File: src/hw/rtl/kbft_pkg.sv
// Shared constants, codes and types of the key and button frame tracker.
package kbft_pkg;

   localparam int KEY_ENTRIES    = 512;
   localparam int BUTTON_ENTRIES = 8;
   localparam int STAMP_BITS     = 32;
   localparam int QUEUE_DEPTH    = 2;

   localparam int KEY_ADDR_W = $clog2(KEY_ENTRIES);
   localparam int BTN_ADDR_W = $clog2(BUTTON_ENTRIES);
   localparam int QPTR_W     = (QUEUE_DEPTH > 1) ? $clog2(QUEUE_DEPTH) : 1;

   localparam int INDEX_W  = 9;
   localparam int OP_W     = 3;
   localparam int ACTION_W = 2;
   localparam int COUNT_W  = 8;
   localparam int MODS_W   = 8;

   localparam int REQ_DATA_W = 32;
   localparam int RSP_DATA_W = 40;

   localparam logic [OP_W-1:0] OP_KEY_EVENT = 3'd0;
   localparam logic [OP_W-1:0] OP_BTN_EVENT = 3'd1;
   localparam logic [OP_W-1:0] OP_MODS      = 3'd2;
   localparam logic [OP_W-1:0] OP_TICK      = 3'd3;
   localparam logic [OP_W-1:0] OP_KEY_READ  = 3'd4;
   localparam logic [OP_W-1:0] OP_BTN_READ  = 3'd5;

   localparam logic [ACTION_W-1:0] ACT_PRESS   = 2'd0;
   localparam logic [ACTION_W-1:0] ACT_REPEAT  = 2'd1;
   localparam logic [ACTION_W-1:0] ACT_RELEASE = 2'd2;

   localparam logic [COUNT_W-1:0] COUNT_MAX = 8'hFF;

   typedef struct packed {
      logic                  down;
      logic [COUNT_W-1:0]    trans;
      logic [COUNT_W-1:0]    reps;
      logic                  clicked;
      logic                  dclicked;
      logic [STAMP_BITS-1:0] stamp;
   } kbft_entry_type;

   localparam int ENTRY_W = $bits(kbft_entry_type);

   typedef struct packed {
      logic [OP_W-1:0]     op;
      logic                hit;
      logic [INDEX_W-1:0]  index;
      logic [ACTION_W-1:0] action;
      logic                click_once;
      logic                click_twice;
      logic [MODS_W-1:0]   mods;
   } kbft_cmd_type;

   typedef struct packed {
      logic clearing;
   } kbft_status_type;

endpackage

File: src/hw/rtl/kbft_front.sv
// Front end: accepts request transactions, classifies them and queues commands.
module kbft_front (
   input  logic                               clock,
   input  logic                               reset,
   input  logic                               req_tvalid,
   output logic                               req_tready,
   input  logic [kbft_pkg::REQ_DATA_W-1:0]    req_tdata,
   input  logic [kbft_pkg::OP_W-1:0]          req_tuser,
   input  kbft_pkg::kbft_status_type          status,
   output logic                               cmd_valid,
   input  logic                               cmd_ready,
   output kbft_pkg::kbft_cmd_type             cmd
);
   import kbft_pkg::*;

   kbft_cmd_type          q_ff [QUEUE_DEPTH];
   logic [QPTR_W-1:0]     wr_ptr_ff, wr_ptr_in;
   logic [QPTR_W-1:0]     rd_ptr_ff, rd_ptr_in;
   logic [QPTR_W:0]       count_ff, count_in;
   kbft_cmd_type          new_cmd;
   logic [INDEX_W-1:0]    idx;
   logic [COUNT_W-1:0]    clicks;
   logic                  push;
   logic                  pop;

   assign idx    = req_tdata[INDEX_W-1:0];
   assign clicks = req_tdata[INDEX_W+ACTION_W +: COUNT_W];

   always_comb begin
      new_cmd             = '0;
      new_cmd.op          = req_tuser;
      new_cmd.index       = idx;
      new_cmd.action      = req_tdata[INDEX_W +: ACTION_W];
      new_cmd.mods        = req_tdata[INDEX_W+ACTION_W+COUNT_W +: MODS_W];
      new_cmd.click_once  = (clicks >= COUNT_W'(1));
      new_cmd.click_twice = (clicks >= COUNT_W'(2));
      case (req_tuser)
         OP_KEY_EVENT, OP_KEY_READ: new_cmd.hit = (32'(idx) < KEY_ENTRIES);
         OP_BTN_EVENT, OP_BTN_READ: new_cmd.hit = (32'(idx) < BUTTON_ENTRIES);
         default:                   new_cmd.hit = 1'b0;
      endcase
   end

   assign req_tready = !status.clearing && (count_ff != (QPTR_W+1)'(QUEUE_DEPTH));
   assign push       = req_tvalid && req_tready;
   assign cmd_valid  = (count_ff != '0);
   assign pop        = cmd_valid && cmd_ready;
   assign cmd        = q_ff[rd_ptr_ff];

   always_comb begin
      wr_ptr_in = wr_ptr_ff;
      rd_ptr_in = rd_ptr_ff;
      count_in  = count_ff;
      if (push) begin
         wr_ptr_in = (wr_ptr_ff == QPTR_W'(QUEUE_DEPTH-1)) ? '0 : wr_ptr_ff + 1'b1;
      end
      if (pop) begin
         rd_ptr_in = (rd_ptr_ff == QPTR_W'(QUEUE_DEPTH-1)) ? '0 : rd_ptr_ff + 1'b1;
      end
      case ({push, pop})
         2'b10:   count_in = count_ff + 1'b1;
         2'b01:   count_in = count_ff - 1'b1;
         default: count_in = count_ff;
      endcase
   end

   always_ff @(posedge clock) begin
      if (reset) begin
         wr_ptr_ff <= '0;
         rd_ptr_ff <= '0;
         count_ff  <= '0;
      end else begin
         wr_ptr_ff <= wr_ptr_in;
         rd_ptr_ff <= rd_ptr_in;
         count_ff  <= count_in;
      end
      if (push) begin
         q_ff[wr_ptr_ff] <= new_cmd;
      end
   end

endmodule

File: config.mk
export PLATFORM = sky130hd
export DESIGN_NAME = kbft_front
export DESIGN_NICKNAME = d
export VERILOG_FILES = /design/src/hw/rtl/kbft_pkg.sv /design/src/hw/rtl/kbft_front.sv
export SDC_FILE = /design/constraint.sdc
export NUM_CORES = 1
export LEC_CHECK = 0
export ABC_AREA = 1
export BUFFER_PORTS_ARGS = -buffer_cell sky130_fd_sc_hd__buf_2
export CAP_MARGIN = 20
export CORE_UTILIZATION = 45
export CTS_CLUSTER_DIAMETER = 80
export CTS_CLUSTER_SIZE = 40
export DETAILED_ROUTE_END_ITERATION = 10
export HOLD_SLACK_MARGIN = 0.12
export PLACE_DENSITY = 0.74
export SETUP_SLACK_MARGIN = 0.02
export SLEW_MARGIN = 10
export SYNTH_ARGS = -nofsm -noshare
export SYNTH_HDL_FRONTEND = slang
export SYNTH_SLANG_ARGS = --single-unit
File: constraint.sdc
create_clock -name clock -period 2.18 [get_ports clock]
set_clock_uncertainty 0.1 [all_clocks]
set_input_delay 0.218 -clock clock [delete_from_list [all_inputs] [get_ports clock]]
set_output_delay 0.218 -clock clock [all_outputs]
set_load 0.03 [all_outputs]
# --- After elaboration in Yosys (flattened, before gate mapping) ---
# Memory sizes are Yosys's and may differ from the RTL's. A register that Yosys moved wholly into a read port is not among the register bits.
# Cells that the tools add are included.
word_totals:
  reg_bits: 4
  out_inout_bits: 27
  ramBits: 50
  wordCells: 34
  n_memories: 1
classes:
  addsub: 4
  n_eq_ne: 6
  n_lt_le_gt_ge: 3
  n_mux: 8
  reduce_logical: 9
memory_table:
  columns: ["name", "depth", "word_bits", "rd", "rd_clocked_by_memory_dff", "write_ports", "line_no", "text"]
  rows:
  - ["q_ff", 2, 25, 1, 1, 1, "kbft_front.sv:16", "kbft_cmd_type q_ff [QUEUE_DEPTH];"]
op_table:
  columns: ["op", "n"]
  rows:
  - ["less-than comparator 9 x 4 -> 1 bit, second input constant", 1]
  - [">= comparator 8 x 1 -> 1 bit, second input constant", 1]
  - [">= comparator 8 x 2 -> 1 bit, second input constant", 1]
  - ["== test 3 bit, second input constant", 2]
  - ["2-to-1 mux 1 bit", 6]
  - ["one-hot mux 2 bit (2 select lines)", 1]
  - ["nonzero test 2 bit", 2]
  - ["OR reduction 2 bit", 2]
  - ["== test 3 x 1 -> 1 bit, second input constant", 1]
  - ["logical AND 1 bit", 3]
  - ["logical NOT 3 bit", 1]
  - ["adder 1 bit, second input constant", 2]
  - ["adder 2 x 1 -> 2 bit, second input constant", 1]
  - ["== test 2 x 1 -> 1 bit, second input constant", 1]
  - ["== test 2 bit, second input constant", 1]
  - ["!= test 2 bit, second input constant", 1]
  - ["one-hot mux 1 bit (2 select lines)", 1]
  - ["subtractor 2 x 1 -> 2 bit, second input constant", 1]
  - ["logical NOT 1 bit", 1]

# --- Depth between registers and ports, before layout ---
logic_depth:
  word_depth: 5
  depth_mapped: 10
  ltp_nobuf: 10

# --- Worst setup path after synthesis ---
# No wires, ideal clock.
synth_path:
  kind: "register to register"
  startpoint: "register count_ff[0]"
  endpoint: "memory q_ff[0][0] (netlist bit) (enable)"
  setup_time_ns: 0.407
  t_arrival_ns: 1.654
  path_stages_with_launch: 5
  n_path_buf: 0
  slack_ns: 0.019
  path_cell_list: "dfxtp_1 -> inv_2 -> nand2_1 -> nand3_1 -> nor2_1"
synth_between:
  elab_chain_len: 5
synth_rtl:
  columns: ["element", "line_no", "text"]
  rows:
  - ["start: declaration", "kbft_front.sv:19", "logic [QPTR_W:0] count_ff, count_in;"]
  - ["start signal: assignment", "kbft_front.sv:75", "count_ff <= count_in;"]
  - ["!= test 2 bit", "kbft_front.sv:44", "assign req_tready = !status.clearing && (count_ff != (QPTR_W+1)'(QUEUE_DEPTH));"]
  - ["logical AND 1 bit", "kbft_front.sv:44", null]
  - ["logical AND 1 bit", "kbft_front.sv:45", "assign push = req_tvalid && req_tready;"]
  - ["2-to-1 mux 1 bit", "kbft_front.sv:77", "if (push) begin"]
  - ["2-to-1 mux 1 bit (not written as such)", "kbft_front.sv:78", "q_ff[wr_ptr_ff] <= new_cmd;"]
  - ["end: declaration", "kbft_front.sv:16", null]
# No other way between the ends.

==> flow_summary_export.csv <==
group,metric,value,unit
synthesis,syn_nets,172,
cells_and_area,fin_area,3008,um^2
worst_setup_path,slowest_stage,"dlygate4sd3_1",
sta,clock.fmax,0.5205,GHz
global_routing,grt_usage,16.07,%
flow_run,maxCapViolCount,0,
cells_and_area,drive_above_1_share,43.72,%
routing,avgViaCountPerCell,4.560,
cells_and_area,nNetsFinal,271,
worst_setup_path,critical_path.cell_chain,"dlygate4sd3_1 -> buf_2 -> nor3b_1 -> nand3_1 -> dlygate4sd3_1",
power_and_ir_drop,p_switching,0.0006236,W
worst_setup_path,critical_path_arrival,1.88,ns
synthesis,ys.warnings.count,0,
worst_setup_path,critPathTopFamily,"buffers and inverters",
placed_design,gp_congestion,0.6967,
cells_and_area,layout_common_cells,"buf_2 (61), edfxtp_1 (50), dlygate4sd3_1 (29)",
cells_and_area,n_antenna_cell,0,
global_routing,antenna_found_initial,0,
synthesis,netlist_area,2218,um^2
power_and_ir_drop,power,0.002393,W
min_path,hp-class,"in -> reg",
die,dieArea,5214,um^2
sta,timing.final.ws_setup,0.2587,ns
worst_setup_path,slowest_delay,0.60,ns
cts,clkTransAtPathRegs,0.09,ns
routing,firstDrtPassIters,4,
power_and_ir_drop,p_sw_share,26.06,%
synthesis,avgSynthCellArea,16.93,um^2
die,die_w,72.21,um
sta,rsz0062_at_grt,"no",
sta,layout_min_cycle_time,1.921,ns
power_and_ir_drop,p_clk_share,27.0,%
worst_setup_path,path_buf_inv,3,
die,num_io_pins,67,
worst_setup_path,reg2regPathDepth,5,
sta,timing.final.crit_share,88.13,%
routing,wl_per_cell,13.66,um
routing,vias,1359,
sta,finalHoldViolCount,0,
worst_setup_path,critPathKind,"in -> reg",
worst_setup_path,cp.required,2.13,ns
cts,cts.path.max_buffers,2,
placed_design,port_buffers,61,
cts,cts_buffers,5,
routing,wl,4071,um
die,core-area,4723,um^2
power_and_ir_drop,irDropWorstVdd,0.4550,mV
cells_and_area,fin_util,63.68,%
die,start_util,46.97,%
min_path,whs_path_depth,4,
sta,final_max_slew_viol_count,0,
worst_setup_path,start_kind,"input pin",
cts,postCtsSetupBuffers,0,
cells_and_area,final_common_cell,"buf_2",
cells_and_area,syn2layout_area_growth,35.59,%
worst_setup_path,cp_common_cell,"dlygate4sd3_1",
cells_and_area,fillers,345,
power_and_ir_drop,leakage,1.230,nW
placed_design,pre_cts_ws,0.5920,ns
die,fp-row-count,25,
worst_setup_path,end_kind,"flip-flop",
synthesis,netlist_instances,131,
cts,cts-htree-levels,2,
power_and_ir_drop,p_comb_share,21.3,%
sta,tns,0,ns
synthesis,synth_cell_type_count,17,
placed_design,dpl_cell_area,2610,um^2
power_and_ir_drop,p_per_area,795.6,nW/um^2
cts,clockRootBuffer,"clkbuf_8",
placed_design,hpwlAfterDp,2461,um
worst_setup_path,crit_cells,5,
global_routing,grt_max_degree,18,
worst_setup_path,cp_max_fo,2,
cts,insertion_delay,0.30,ns
synthesis,synth_seq_cells,55,
cts,cts.sinks,55,
status,status,"completed",
die,die_h,72.21,um
power_and_ir_drop,p_int,0.001769,W
global_routing,grt_pass1_wl,6051,um
global_routing,grt_pass1_vias,1329,
global_routing,grt-ovfl-total,0,
power_and_ir_drop,seq_power_share,51.8,%
synthesis,yosysSeqAreaShare,72.19,%
routing,ant_nets,0,
sta,slew_headroom,72.84,%
sta,setup_viol_count_final,0,
routing,drc,0,
routing,drt_iter0_markers,60,
cts,cts_tree,"built",
sta,worstMarginPinSlew,0.4069,ns
cells in the mapped netlist:
cell,number,area share (%)
ha_1,1,0.56
nand4_1,2,0.56
nand2_1,10,1.7
buf_12,2,1.8
mux2_4,20,14
inv_2,1,0.17
buf_6,1,0.51
nand3_1,3,0.68
inv_1,11,1.9
o21ai_0,2,0.45
nor2_1,13,2.2
nor3_1,1,0.23
mux2_2,5,2.5
nor3b_1,1,0.34
a21oi_1,3,0.68
dfxtp_1,5,4.5
edfxtp_1,50,68
path summary, 6_finish.rpt:
path,startpoint,slack (ns),to
max,req_tdata[16],0.26,q_ff[0][9]$_DFFE_PP_
min reg2reg,rd_ptr_ff$_SDFFE_PP0P_,0.43,rd_ptr_ff$_SDFFE_PP0P_
min,req_tvalid,0.16,wr_ptr_ff$_SDFFE_PP0P_
max reg2reg,count_ff[0]$_SDFFE_PP0P_,0.62,q_ff[1][14]$_DFFE_PP_
area by class of cell:
class                      instances  area [um^2]  share of cell area (%)
clock inverter                     3        38.79                   1.290
clock buffer                       5        68.82                   2.288
timing repair buffer              95        645.6                   21.46
sequential                        55         1603                   53.29
tap                               67        83.83                   2.787
multi-input combinational         61        523.0                   17.39
inverter                          12        45.04                   1.498
timing repair:
item | 4_1_cts | 5_1_grt
resized for setup | 0 | 0
hold buffers | 29 | 0
endpoints found under the hold margin | 51 | 0
kinds of logic after synthesis:
group                      synth area share (%)
buffers and inverters                     4.343
and+or+nand+nor                           5.697
adders and majority gates                0.5639
AOI/OAI and AO/OA                         1.128
DFF                                       72.19
muxes                                     16.07
state kept, by name (all words and copies together) (netlist names), named ones only:
register   count
q_ff          50
wr_ptr_ff      1
count_ff       2
rd_ptr_ff      1
worst register-to-register path, cell delays in order, from the launching register on:
cell	delay, ns
dfxtp_1	0.37
inv_2	0.07
nand2_1	0.07
nand4_1	0.10
inv_1	0.34
buf_12	0.22
stage by stage:
| stage | cells | hold slack [ns] |
|---|---|---|
| 3_5_place_dp | 261 | 0.3100 |
| 3_3_place_gp | 261 | 0.3055 |
| 5_1_grt | 298 | 0.1776 |
| 2_1_floorplan | 131 | 0.2169 |
| 4_1_cts | 298 | 0.1534 |
| 6_report | 298 | 0.1621 |
per-layer routing:
| metal | global-route usage (%) | wire length, um | share of wire, % |
|---|---|---|---|
| met5 | 0 | 0 | 0 |
| met4 | 7.407 | 104 | 2.6 |
| met3 | 4.444 | 195 | 4.8 |
| met2 | 28.97 | 2132 | 52 |
| met1 | 17.48 | 1638 | 40 |
power groups by stage:
stage,sequential (W),clock (W),combinational (W)
floorplan,0.00125,0,0.000376
global placement,0.00126,0,0.000465
detailed placement,0.00126,0,0.000471
CTS,0.00124,0.000663,0.000509
global route,0.00125,0.000701,0.000543
finish,0.00124,0.000645,0.000509
No activity file was read; power rests on OpenSTA's default activity.
